--- config.mk ---
export PLATFORM = sky130hd
export DESIGN_NAME = jog_pendant_input_conditioner
export DESIGN_NICKNAME = d
export VERILOG_FILES = /design/src/design/jpic_pkg.sv /design/src/design/jpic_cdiv.sv /design/src/design/jog_pendant_input_conditioner.sv
export VERILOG_INCLUDE_DIRS = /design/src /design/src/design
export SDC_FILE = /design/constraint.sdc
export NUM_CORES = 2
export LEC_CHECK = 0
export BUFFER_PORTS_ARGS = -buffer_cell sky130_fd_sc_hd__clkbuf_2
export CORE_MARGIN = 2
export CORE_UTILIZATION = 55
export DETAILED_ROUTE_END_ITERATION = 16
export PLACE_DENSITY_LB_ADDON = 0.1
export SLEW_MARGIN = 30
export SYNTH_ARGS = -nofsm -noshare
export SYNTH_HDL_FRONTEND = slang
export SYNTH_SLANG_ARGS = --single-unit
--- constraint.sdc ---
create_clock -name i_clk -period 10.5 [get_ports i_clk]
set_clock_uncertainty 0.1 [all_clocks]
set_input_delay 0 -clock i_clk [delete_from_list [all_inputs] [get_ports i_clk]]
set_output_delay 0 -clock i_clk [all_outputs]
set_load 0.05 [all_outputs]
--- src/design/jog_pendant_input_conditioner_defines.svh ---
// assertion macros for the jog pendant input conditioner
// clocked on i_clk and disabled while i_rst_n is low; no other dependencies
`ifndef JOG_PENDANT_INPUT_CONDITIONER_DEFINES_SVH
`define JOG_PENDANT_INPUT_CONDITIONER_DEFINES_SVH

// same-cycle implication
`define JPIC_ASSERT_NOW(lbl, ante, cons, msg) \
    lbl: assert property (@(posedge i_clk) disable iff (!i_rst_n) (ante) |-> (cons)) \
        else $error(msg);

// next-cycle implication
`define JPIC_ASSERT_NEXT(lbl, ante, cons, msg) \
    lbl: assert property (@(posedge i_clk) disable iff (!i_rst_n) (ante) |=> (cons)) \
        else $error(msg);

`endif

--- src/design/jpic_pkg.sv ---
// shared types and constants for the jog pendant input conditioner
// no dependencies; used by jpic_cdiv and the top level
package jpic_pkg;

    // field widths
    localparam int ADC_W   = 12;
    localparam int UPD_W   = 16;
    localparam int DB_W    = 7;
    localparam int FMAX_W  = 16;
    localparam int FEED_W  = 17;
    localparam int NOW_W   = 32;
    localparam int DIR_W   = 3;
    localparam int CFG_AW  = 2;
    localparam int CFG_DW  = 16;

    // default full-scale reading
    localparam int ADC_FULL_SCALE_DEF = 4095;

    // joystick mapping and feed rounding
    localparam int AXIS_SPAN   = 200;
    localparam int AXIS_SPAN_W = 8;
    localparam int AXIS_OFFSET = 100;
    localparam int FEED_STEP   = 100;

    // register reset values
    localparam logic [UPD_W-1:0]  UPD_RST  = UPD_W'(100);
    localparam logic [DB_W-1:0]   DB_RST   = DB_W'(20);
    localparam logic [FMAX_W-1:0] FMAX_RST = FMAX_W'(5000);

    // register indexes
    localparam logic [CFG_AW-1:0] REG_UPDATE_INTERVAL = CFG_AW'(0);
    localparam logic [CFG_AW-1:0] REG_DEADBAND        = CFG_AW'(1);
    localparam logic [CFG_AW-1:0] REG_FEED_MAX        = CFG_AW'(2);

    // jog directions
    typedef enum logic [DIR_W-1:0] {
        DIR_XP = 3'd0,
        DIR_XM = 3'd1,
        DIR_YP = 3'd2,
        DIR_YM = 3'd3,
        DIR_ZP = 3'd4,
        DIR_ZM = 3'd5
    } t_dir;

    // stage advance controls for a constant divider
    typedef struct packed {
        logic adv_a;
        logic adv_b;
    } t_cdiv_ctl;

endpackage

--- src/design/jpic_cdiv.sv ---
// two-stage divider by a constant: reciprocal multiply, then one correction step
// depends on jpic_pkg (t_cdiv_ctl)
module jpic_cdiv #(
    parameter int NW  = 28,
    parameter int DIV = 4095,
    parameter int QW  = 16
) (
    input  logic                 i_clk,
    input  jpic_pkg::t_cdiv_ctl  i_ctl,
    input  logic [NW-1:0]        i_num,
    output logic [QW-1:0]        o_quo
);

    localparam longint unsigned RECIP = (64'd1 << NW) / DIV;
    localparam int MW = $clog2(RECIP + 1);
    localparam logic [MW-1:0] RECIP_W = MW'(RECIP);
    localparam logic [NW-1:0] DIV_W   = NW'(DIV);

    logic [NW+MW-1:0] r_nm;
    logic [NW-1:0]    r_num;
    logic [QW-1:0]    r_quo;

    logic [NW-1:0] q_est;
    logic [NW-1:0] rem;
    logic [NW-1:0] n_quo;

    // estimate is the true quotient or one below it
    always_comb begin
        q_est = NW'(r_nm[NW+MW-1:NW]);
        rem   = r_num - NW'(q_est * DIV_W);
        n_quo = q_est + NW'(rem >= DIV_W);
    end

    always_ff @(posedge i_clk) begin
        if (i_ctl.adv_a) begin
            r_nm  <= {{MW{1'b0}}, i_num} * {{NW{1'b0}}, RECIP_W};
            r_num <= i_num;
        end
        if (i_ctl.adv_b) begin
            r_quo <= QW'(n_quo);
        end
    end

    assign o_quo = r_quo;

endmodule

--- src/design/jog_pendant_input_conditioner.sv ---
// jog pendant input conditioner, top level
// depends on jpic_pkg, jpic_cdiv and jog_pendant_input_conditioner_defines.svh
// usage:
//   s_axis carries one sample per item: tdata holds the feed, x and y ADC
//   readings and the ms timestamp, tuser holds the button-release flag
//   m_axis returns exactly one result per sample: tdata holds the rounded
//   feed rate, the jog direction and the axis mode after the sample, tuser
//   holds the feed-valid and move-valid flags
//   i_cfg_we/i_cfg_addr/i_cfg_wdata write update interval, deadband and
//   feed max; write them only while no sample is in flight
// timing:
//   seven register stages; one sample per cycle is sustained while m_axis
//   accepts results; the feed path sets the depth: feed multiply, a
//   two-stage divide by the full-scale value and a two-stage round up to a
//   multiple of 100
// reset: synchronous, active low; clears the pipeline, the update timestamp,
//   the last reported feed and the axis mode, and loads register defaults
// stalls: each stage holds its item while the next one is full and stalled,
//   so empty stages still take new samples while a result waits on m_axis
`include "jog_pendant_input_conditioner_defines.svh"

module jog_pendant_input_conditioner #(
    parameter int ADC_FULL_SCALE = jpic_pkg::ADC_FULL_SCALE_DEF
) (
    input  logic                        i_clk,
    input  logic                        i_rst_n,
    // configuration write port
    input  logic                        i_cfg_we,
    input  logic [jpic_pkg::CFG_AW-1:0] i_cfg_addr,
    input  logic [jpic_pkg::CFG_DW-1:0] i_cfg_wdata,
    // sample stream
    input  logic                        s_axis_tvalid,
    output logic                        s_axis_tready,
    // [11:0] feed_adc, [23:12] x_adc, [35:24] y_adc, [67:36] now_ms, [71:68] zero
    input  logic [71:0]                 s_axis_tdata,
    // [0] button_released
    input  logic                        s_axis_tuser,
    // result stream
    output logic                        m_axis_tvalid,
    input  logic                        m_axis_tready,
    // [16:0] feed_value, [19:17] move_dir, [20] axis_mode_out, [23:21] zero
    output logic [23:0]                 m_axis_tdata,
    // [0] feed_valid, [1] move_valid
    output logic [1:0]                  m_axis_tuser
);

    localparam int ADC_W   = jpic_pkg::ADC_W;
    localparam int FEED_W  = jpic_pkg::FEED_W;
    localparam int NOW_W   = jpic_pkg::NOW_W;
    localparam int FMAX_W  = jpic_pkg::FMAX_W;
    localparam int DIR_W   = jpic_pkg::DIR_W;
    localparam int FEED_NW = ADC_W + FMAX_W;
    localparam int AXIS_NW = ADC_W + jpic_pkg::AXIS_SPAN_W;
    localparam int AXIS_QW = jpic_pkg::AXIS_SPAN_W;
    localparam int CEIL_QW = FEED_W - $clog2(jpic_pkg::FEED_STEP) + 1;
    localparam int NSTG    = 7;

    // readings above full scale saturate
    localparam logic [ADC_W-1:0] ADC_CLAMP =
        (ADC_FULL_SCALE < (2 ** ADC_W) - 1) ? ADC_W'(ADC_FULL_SCALE) : '1;

    // configuration registers
    logic [jpic_pkg::UPD_W-1:0]  r_upd_ivl;
    logic [jpic_pkg::DB_W-1:0]   r_deadband;
    logic [FMAX_W-1:0]           r_feed_max;

    // pipeline control
    logic [NSTG-1:0] r_v;
    logic [NSTG:0]   go;

    // stage payload
    logic [ADC_W-1:0]   r_fadc0;
    logic [ADC_W-1:0]   r_xa [0:2];
    logic [ADC_W-1:0]   r_ya [0:2];
    logic [AXIS_NW-1:0] r_xn;
    logic [AXIS_NW-1:0] r_yn;
    logic               r_rel [0:5];
    logic [NOW_W-1:0]   r_now [0:5];
    logic [FEED_NW-1:0] r_prod;

    // divider results
    logic [FMAX_W-1:0]  feed_raw;
    logic [CEIL_QW-1:0] feed_units;
    logic [AXIS_QW-1:0] x_quo;
    logic [AXIS_QW-1:0] y_quo;
    jpic_pkg::t_cdiv_ctl ctl_feed;
    jpic_pkg::t_cdiv_ctl ctl_mid;

    // decision state
    logic [NOW_W-1:0]  r_last_upd;
    logic [FEED_W-1:0] r_prev_feed;
    logic              r_feed_known;
    logic              r_axis_mode;

    // result register
    logic              r_feed_valid;
    logic [FEED_W-1:0] r_feed_value;
    logic              r_move_valid;
    logic [DIR_W-1:0]  r_move_dir;
    logic              r_mode_out;

    // input clamp
    logic [ADC_W-1:0] n_fadc;
    logic [ADC_W-1:0] n_x;
    logic [ADC_W-1:0] n_y;

    // final-stage decision
    logic                    ld_out;
    logic [FEED_W-1:0]       feed_new;
    logic [NOW_W-1:0]        elapsed;
    logic                    due;
    logic                    feed_chg;
    logic signed [AXIS_QW:0] mx;
    logic signed [AXIS_QW:0] my;
    logic signed [AXIS_QW:0] db_s;
    logic                    x_out;
    logic                    y_out;
    logic                    n_feed_valid;
    logic [FEED_W-1:0]       n_feed_value;
    logic                    n_move_valid;
    jpic_pkg::t_dir          n_move_dir;

    // a stage moves on when it is empty or its successor moves on
    always_comb begin
        go[NSTG] = m_axis_tready;
        for (int k = NSTG - 1; k >= 0; k--) begin
            go[k] = !r_v[k] || go[k+1];
        end
    end

    assign s_axis_tready = go[0];
    assign ld_out        = go[6] && r_v[5];

    always_comb begin
        n_fadc = (s_axis_tdata[11:0]  > ADC_CLAMP) ? ADC_CLAMP : s_axis_tdata[11:0];
        n_x    = (s_axis_tdata[23:12] > ADC_CLAMP) ? ADC_CLAMP : s_axis_tdata[23:12];
        n_y    = (s_axis_tdata[35:24] > ADC_CLAMP) ? ADC_CLAMP : s_axis_tdata[35:24];
    end

    // configuration writes, unknown indexes ignored
    always_ff @(posedge i_clk) begin
        if (!i_rst_n) begin
            r_upd_ivl  <= jpic_pkg::UPD_RST;
            r_deadband <= jpic_pkg::DB_RST;
            r_feed_max <= jpic_pkg::FMAX_RST;
        end else if (i_cfg_we) begin
            unique case (i_cfg_addr)
                jpic_pkg::REG_UPDATE_INTERVAL: r_upd_ivl  <= i_cfg_wdata;
                jpic_pkg::REG_DEADBAND:        r_deadband <= i_cfg_wdata[jpic_pkg::DB_W-1:0];
                jpic_pkg::REG_FEED_MAX:        r_feed_max <= i_cfg_wdata;
                default: ;
            endcase
        end
    end

    // valid bits
    always_ff @(posedge i_clk) begin
        if (!i_rst_n) begin
            r_v <= '0;
        end else begin
            if (go[0]) begin
                r_v[0] <= s_axis_tvalid;
            end
            for (int k = 1; k < NSTG; k++) begin
                if (go[k]) begin
                    r_v[k] <= r_v[k-1];
                end
            end
        end
    end

    // stage payload
    always_ff @(posedge i_clk) begin
        if (go[0]) begin
            r_fadc0  <= n_fadc;
            r_xa[0]  <= n_x;
            r_ya[0]  <= n_y;
            r_rel[0] <= s_axis_tuser;
            r_now[0] <= s_axis_tdata[67:36];
        end
        if (go[1]) begin
            r_prod <= {{FMAX_W{1'b0}}, r_fadc0} * {{ADC_W{1'b0}}, r_feed_max};
        end
        for (int k = 1; k < 3; k++) begin
            if (go[k]) begin
                r_xa[k] <= r_xa[k-1];
                r_ya[k] <= r_ya[k-1];
            end
        end
        for (int k = 1; k < 6; k++) begin
            if (go[k]) begin
                r_rel[k] <= r_rel[k-1];
                r_now[k] <= r_now[k-1];
            end
        end
        // scale joystick readings by the span ahead of the divide
        if (go[3]) begin
            r_xn <= AXIS_NW'(r_xa[2]) * AXIS_NW'(jpic_pkg::AXIS_SPAN);
            r_yn <= AXIS_NW'(r_ya[2]) * AXIS_NW'(jpic_pkg::AXIS_SPAN);
        end
    end

    assign ctl_feed = '{adv_a: go[2], adv_b: go[3]};
    assign ctl_mid  = '{adv_a: go[4], adv_b: go[5]};

    // feed_adc * feed_max / full scale
    jpic_cdiv #(.NW(FEED_NW), .DIV(ADC_FULL_SCALE), .QW(FMAX_W)) u_feed_div (
        .i_clk (i_clk),
        .i_ctl (ctl_feed),
        .i_num (r_prod),
        .o_quo (feed_raw)
    );

    // ceil(feed / 100)
    jpic_cdiv #(.NW(FEED_W), .DIV(jpic_pkg::FEED_STEP), .QW(CEIL_QW)) u_ceil_div (
        .i_clk (i_clk),
        .i_ctl (ctl_mid),
        .i_num (FEED_W'(feed_raw) + FEED_W'(jpic_pkg::FEED_STEP - 1)),
        .o_quo (feed_units)
    );

    // joystick x * 200 / full scale
    jpic_cdiv #(.NW(AXIS_NW), .DIV(ADC_FULL_SCALE), .QW(AXIS_QW)) u_x_div (
        .i_clk (i_clk),
        .i_ctl (ctl_mid),
        .i_num (r_xn),
        .o_quo (x_quo)
    );

    // joystick y * 200 / full scale
    jpic_cdiv #(.NW(AXIS_NW), .DIV(ADC_FULL_SCALE), .QW(AXIS_QW)) u_y_div (
        .i_clk (i_clk),
        .i_ctl (ctl_mid),
        .i_num (r_yn),
        .o_quo (y_quo)
    );

    // update decision against the state left by the previous sample
    always_comb begin
        feed_new = FEED_W'(feed_units) * FEED_W'(jpic_pkg::FEED_STEP);
        elapsed  = r_now[5] - r_last_upd;
        due      = elapsed > NOW_W'(r_upd_ivl);
        feed_chg = !r_feed_known || (feed_new != r_prev_feed);
        mx       = $signed({1'b0, x_quo}) - (AXIS_QW + 1)'(jpic_pkg::AXIS_OFFSET);
        my       = $signed({1'b0, y_quo}) - (AXIS_QW + 1)'(jpic_pkg::AXIS_OFFSET);
        db_s     = $signed((AXIS_QW + 1)'(r_deadband));
        x_out    = (mx > db_s) || (mx < -db_s);
        y_out    = (my > db_s) || (my < -db_s);

        n_feed_valid = due && feed_chg;
        n_feed_value = n_feed_valid ? feed_new : '0;
        n_move_valid = 1'b0;
        n_move_dir   = jpic_pkg::DIR_XP;
        if (due) begin
            // x beyond the deadband wins; in z mode it gives no move
            if (x_out) begin
                if (!r_axis_mode) begin
                    n_move_valid = 1'b1;
                    n_move_dir   = (mx < 0) ? jpic_pkg::DIR_XM : jpic_pkg::DIR_XP;
                end
            end else if (y_out) begin
                n_move_valid = 1'b1;
                if (!r_axis_mode) begin
                    n_move_dir = (my < 0) ? jpic_pkg::DIR_YP : jpic_pkg::DIR_YM;
                end else begin
                    n_move_dir = (my < 0) ? jpic_pkg::DIR_ZP : jpic_pkg::DIR_ZM;
                end
            end
        end
    end

    // decision state, updated once per sample as it enters the result register
    always_ff @(posedge i_clk) begin
        if (!i_rst_n) begin
            r_last_upd   <= '0;
            r_prev_feed  <= '0;
            r_feed_known <= 1'b0;
            r_axis_mode  <= 1'b0;
        end else if (ld_out) begin
            if (due) begin
                r_last_upd <= r_now[5];
            end
            if (n_feed_valid) begin
                r_prev_feed  <= feed_new;
                r_feed_known <= 1'b1;
            end
            // mode toggles after the move decision
            if (r_rel[5]) begin
                r_axis_mode <= !r_axis_mode;
            end
        end
    end

    // result register
    always_ff @(posedge i_clk) begin
        if (go[6]) begin
            r_feed_valid <= n_feed_valid;
            r_feed_value <= n_feed_value;
            r_move_valid <= n_move_valid;
            r_move_dir   <= n_move_dir;
            r_mode_out   <= r_axis_mode ^ r_rel[5];
        end
    end

    assign m_axis_tvalid = r_v[6];
    assign m_axis_tdata  = {3'b000, r_mode_out, r_move_dir, r_feed_value};
    assign m_axis_tuser  = {r_move_valid, r_feed_valid};

    `JPIC_ASSERT_NOW(a_ready_when_out_empty, !r_v[6], s_axis_tready,
        "input stalled while result register is empty")
    `JPIC_ASSERT_NOW(a_feed_zero_unless_valid, r_v[6] && !r_feed_valid,
        r_feed_value == '0, "feed value set without feed valid")
    `JPIC_ASSERT_NOW(a_dir_zero_unless_move, r_v[6] && !r_move_valid,
        r_move_dir == jpic_pkg::DIR_XP, "move direction set without move valid")
    `JPIC_ASSERT_NEXT(a_mode_follows_release, ld_out,
        (r_axis_mode == $past(r_axis_mode ^ r_rel[5])) && (r_mode_out == r_axis_mode),
        "axis mode does not follow button release")

endmodule
# == After elaboration in Yosys (flattened, before gate mapping) ==
# Memory sizes are Yosys's and may differ from the RTL's.
# Cells that the tools add are included.
# classes
add_sub_neg,13
mul,10
order_cmp,14
n_eq_ne,3
n_mux,24
bitwise_logic,1
n_reduce_logical,28
# op_table
cell,count
$mul 28x13->41 const B,1
$ge 20x12->1 const B,2
$mul 8x12->20 const B,2
$sub 20x20->20,2
$gt 12x12->1 const B,3
$mul 12x5->17 const B,2
$gt 32x16->1,1
$sub 32x32->32,1
$mul 11x5->15 const B,2
$ge 28x12->1 const B,1
$mul 12x16->28,1
$mul 17x12->28 const B,1
$sub 28x28->28,1
$mul 17x10->27 const B,1
$mux 12,2
$mux 1,19
$gt 9x8->1,2
$lt 9x1->1 const B,2
$lt 9x9->1,2
$sub 8x7->9 const B,2
$add 16x7->17 const B,1
$ge 17x7->1 const B,1
$sub 17x17->17,1
$add 16x1->16,1
other kinds (13),39
# totals
register_bits,382
ramBits,270
out_inout_bits,28
wordCells,131
mem_count,4
# mem_list
memory,words,word_bits,read_ports,rd_ports_with_merged_regs,wr,line_no,rtl
r_now,6,32,6,0,6,jog_pendant_input_conditioner.sv:78,logic [NOW_W-1:0] r_now [0:5];
r_xa,3,12,3,0,3,jog_pendant_input_conditioner.sv:73,logic [ADC_W-1:0] r_xa [0:2];
r_ya,3,12,3,0,3,jog_pendant_input_conditioner.sv:74,logic [ADC_W-1:0] r_ya [0:2];
r_rel,6,1,6,0,6,jog_pendant_input_conditioner.sv:77,logic r_rel [0:5];

# == Longest topological paths before layout ==
# logic_depth
word_depth,10
ltp_mapped,28
ltp_nobuf,27

# == Hierarchy ==
# Synthesis repeated with hierarchy kept, for this count alone.
# unflattened
hier_cells,4566
area_unflattened_um2,49728.9
# modules_own_cells
module,n_inst,cells_per_inst,area_per_inst_um2,seq_area_each_um2
jog_pendant_input_conditioner,1,2501,27811.7,12862.3
jpic_cdiv (u_feed_div),1,840,8891.0,1831.8
jpic_cdiv (u_ceil_div),1,531,5795.6,1111.1
jpic_cdiv (u_x_div),1,354,3722.3,840.8
jpic_cdiv (u_y_div),1,340,3508.4,840.8

# == Least setup slack after synthesis ==
# Ideal clock, no wire load.
# synth_timing
path_type,reg2reg
startpoint,reg u_feed_div.r_nm[33]
endpoint,"reg u_feed_div.r_quo[14], in the netlist u_feed_div.o_quo[14] (data pin)"
setup_ps,260
t_arrival_ps,6930
slack_ps,3209
path_stages_with_launch,28
path_buffers,1
synth_period_minus_slack_ps,7291
cell_sequence,edfxtp_1 inv_1 fa_1 inv_1 fa_1 inv_1 fa_1 fa_1 inv_1 fa_1 inv_1 ha_1 clkbuf_1 nand2_1 nor4_1 o31ai_1 o21ai_1 a211oi_1 nor4bb_1 nor2_1 a2111oi_0 nand4_1 or4_1 ha_1 and3_1 and3_1 nand4_1 xnor2_1
# synth_between
elab_chain_cells,4
# synth_rtl
element,line_no,rtl
from (decl),jpic_cdiv.sv:19,logic [NW+MW-1:0] r_nm;
from (signal assigned),jpic_cdiv.sv:36,"r_nm <= {{MW{1'b0}}, i_num} * {{NW{1'b0}}, RECIP_W};"
$mul 17x12->28,jpic_cdiv.sv:30,rem = r_num - NW'(q_est * DIV_W);
$sub 28x28->28,jpic_cdiv.sv:30,
$ge 28x12->1,jpic_cdiv.sv:31,n_quo = q_est + NW'(rem >= DIV_W);
$add 16x1->16 (*),jpic_cdiv.sv:31,
named net u_feed_div.n_quo[14],jpic_cdiv.sv:25,logic [NW-1:0] n_quo;
to (signal assigned),jpic_cdiv.sv:40,r_quo <= QW'(n_quo);
to (decl),jpic_cdiv.sv:21,logic [QW-1:0] r_quo;
# Mark *: on every way through the listed nets, which the timed path passes. The rest lies on a longest branch.
# A chain may end at the register's enable or synchronous reset.

# == Final worst setup path ==
# Same ends and word-level chain as after synthesis.

==> reports/results.tsv <==
stage	metric	value	unit
grt	grt_max_degree	84	
placed_design	placed_area	50600	µm²
floorplanning	die_area	91300	µm²
synth	synth_compound_area_share	7.81	%
final_layout	final_area	54500	µm²
drt	drt-total-wl	97.4	mm
floorplanning	num_rows	109	
worst_setup_path	crit_required	10.78	ns
worst_setup_path	end_kind	flip-flop	
synth	synth_edf_count	513	
drt	drc	0	
flow_run	cap_violations	0	
grt	grt_first_pass_wirelength	161	mm
worst_setup_path	crit_family	adder cells	
cts	cts_buffers	68	
grt	track_usage	22.1	%
grt	grt_pass1_vias	31700	
synth	ys_ff_latch	608	
synth	synth-main-ff-cell	edfxtp_1	
synth	synth-simple-area-share	9.39	%
floorplanning	start_util	55.4	%
final_layout	fill_cells	7258	
cts	clk_pin_slew_worst_paths	0.06	ns
floorplanning	die_x	302	µm
timing	period_needed	8.42	ns
final_layout	final_util	61.7	%
timing	rsz0062_at_grt	false	
placed_design	gp_congestion	0.900	
floorplanning	ioPinCount	124	
placed_design	dpl.hpwl	74.8	mm
worst_setup_path	crit_fanout	7	
timing	fmax	0.119	GHz
drt	wl_per_cell	16.4	µm
synth	synthCells	4470	
synth	synthAdderAreaFrac	34.8	%
timing	slew_violations	0	
final_layout	drive_gt1_share	5.92	%
final_layout	layout.nets	5899	
run_status	status	completed	
hold_path	worstHoldPathType	primary input to flip-flop	
worst_setup_path	cp_slowest_cell	fa_1	
drt	vias_per_cell	5.28	
timing	final_hold_viol_count	0	
cts	worstSkewPairLatency	0.65	ns
floorplanning	die_y	302	µm
cts	cts_root_buf	clkbuf_16	
drt	dr.pass1.iters	5	
synth	seq_area_frac_synth	35.4	%
timing	relSlewSlack	37.7	%
drt	antenna_left	0	
synth	yosys.area_share.xor_xnor	4.26	%
cts	cts_buffer_depth	3	
timing	tns	0	ns
placed_design	port_buffers	114	
worst_setup_path	path_class	flip-flop to flip-flop	
synth	synth_top_family_by_area	adder cells	
timing	finalCritPeriodShare	80.2	%
drt	drt_first_iter_violations	1662	
timing	max_slew.worst_pin.slew	0.932	ns
synth	yosysMostFrequentCell	inv_1	
synth	synth_top_area_cell	edfxtp_1	
synth	netlist_area	48900	µm²
synth	synthTopCellsByArea	edfxtp_1, fa_1, ha_1, inv_1, dfxtp_1	
synth	yosysTopAreaCellShare	31.5	%
synth	synthMuxAreaShare	1.01	%
grt	antenna_found_initial	1	
cts	cts.sinks	608	
synth	yosysWarnings	0	
final_layout	area_growth	11.4	%
synth	synth_cell_types	82	
worst_setup_path	cp_num_buf_inv	5	
grt	grt_overflow	0	
cts	cts_tree	yes	
worst_setup_path	crit_path_start_kind	flip-flop	
worst_setup_path	cp_data_arrival_time	8.70	ns
timing	finalSetupViolations	0	
floorplanning	core_area	88200	µm²
cts	cts_max_level	3	
drt	vias	31400	
worst_setup_path	critPathMaxStageDelay	0.64	ns
synth	synth_common_cells	inv_1, ha_1, edfxtp_1	
synth	avgSynthCellArea	10.9	µm²
synth	synthArstFlopShare	0	%
==> worst paths after layout <==
kind / slack (ns) / to / cells after the start / from
max: 2.08 / u_feed_div.o_quo[14]$_DFFE_PP_ / 26 / u_feed_div.r_nm[33]$_DFFE_PP_
min: 0.04 / r_rel[0]$_DFFE_PP_ / 2 / s_axis_tuser
max reg2reg: 2.08 / u_feed_div.o_quo[14]$_DFFE_PP_ / 26 / u_feed_div.r_nm[33]$_DFFE_PP_
min reg2reg: 0.30 / r_now[5][21]$_DFFE_PP_ / 0 / r_now[4][21]$_DFFE_PP_
==> cell families after synthesis <==
| kind of cell | Yosys count |
|---|---|
| simple gates | 958 |
| fa+ha+maj | 1090 |
| xor+xnor | 236 |
| flops | 608 |
| other cells | 1 |
| buf+inv | 932 |
| compound gates | 596 |
| mux | 49 |
==> worst reg2reg max path: stages, from the launching register on <==
cell	delay, ns
edfxtp_1	0.53
inv_1	0.15
fa_1	0.64
inv_1	0.11
fa_1	0.50
inv_1	0.07
fa_1	0.47
fa_1	0.50
inv_1	0.06
fa_1	0.53
inv_1	0.04
ha_1	0.38
nand4_1	0.11
a21oi_1	0.06
o41ai_1	0.53
o21ai_0	0.35
a31oi_1	0.46
o21ai_0	0.31
a2111oi_0	0.56
a21oi_1	0.11
mux2i_1	0.14
or4_1	0.57
ha_1	0.26
and3_1	0.23
and3_1	0.24
nand4_1	0.13
xnor2_1	0.07
==> per-stage QoR <==
step / hold slack, ns / worst slack, ns / std cells
after floorplan: -0.00113 / 3.21 / 4474
after global routing: 0.0284 / 1.67 / 5932
after global placement: 0.0763 / 2.25 / 5643
after CTS: 0.00845 / 2.19 / 5932
after detailed placement: 0.0786 / 2.23 / 5643
final: 0.0388 / 2.08 / 5934
==> registers in the layout (all words and copies together) (netlist names), 16 cells and up <==
signal / count
u_feed_div.r_nm: 17
r_yn: 17
r_prod: 28
u_y_div.r_num: 17
u_x_div.r_num: 17
u_feed_div.r_num: 28
u_feed_div.o_quo: 16
r_ya: 36
r_upd_ivl: 16
r_xn: 17
r_xa: 36
r_now: 192
r_feed_max: 16
r_last_upd: 32
==> final cells by class <==
type	instances	area (µm²)	share of cell area, %
Antenna cell	2	5.00	0.00919
Clock buffer	79	1810	3.33
Clock inverter	45	419	0.769
Inverter	808	3040	5.58
Multi-Input combinational cell	2934	28100	51.6
Sequential cell	608	17300	31.8
Tap cell	1165	1460	2.68
Timing Repair Buffer	293	2330	4.27
==> per-layer routing <==
layer	vias up	GRT usage, %	wire length, µm
met3	111	2.82	4050
li1	15400	-	-
met2	565	36.4	45900
met5	-	0	7
met4	2	5.16	1670
met1	15300	31.4	45800
==> cells in the final DEF (no fill, tap or decap), types with 9 or more instances in the layout <==
cell type      Yosys  layout
a21oi_1          200     200
inv_1            808     804
xnor2_1          163     161
a211oi_1          12      12
o21bai_1          20      20
ha_1             638     638
edfxtp_1         513     513
nand2b_1          25      25
nor3b_1           15      13
and2_1            85      85
or2_2             10      10
xor2_1            72      71
and3_1            25      25
nor4_1            17      17
clkinv_2           0      13
nor2_1           162     162
dfxtp_1           95      95
mux2i_1           48      48
fa_1             452     452
nand3_1           69      69
o2111ai_1          9       9
or4_1              9       9
nand2_1          388     385
clkbuf_16          0      69
nor2b_1           30      30
dlygate4sd3_1      0     165
a21boi_0           9       9
o21ai_1           13      13
o31ai_1           13      13
o211ai_1          17      17
a31oi_1           19      19
buf_4             11      14
o21ai_0           96      96
a21o_1            56      56
nor3_1            47      47
clkbuf_2           0     113
or3_1             17      17
o21a_1            48      48
nand4_1           28      28
==> repair_timing <==
action / CTS / global route
buffers inserted: 0 / 0
endpoints found under the hold margin: 131 / 0
hold buffers: 165 / 0
resized for setup: 0 / 0
Power is left out: the tool's default activity adds up to more than one toggle a clock period on the data nets, which glitch-free logic cannot reach.
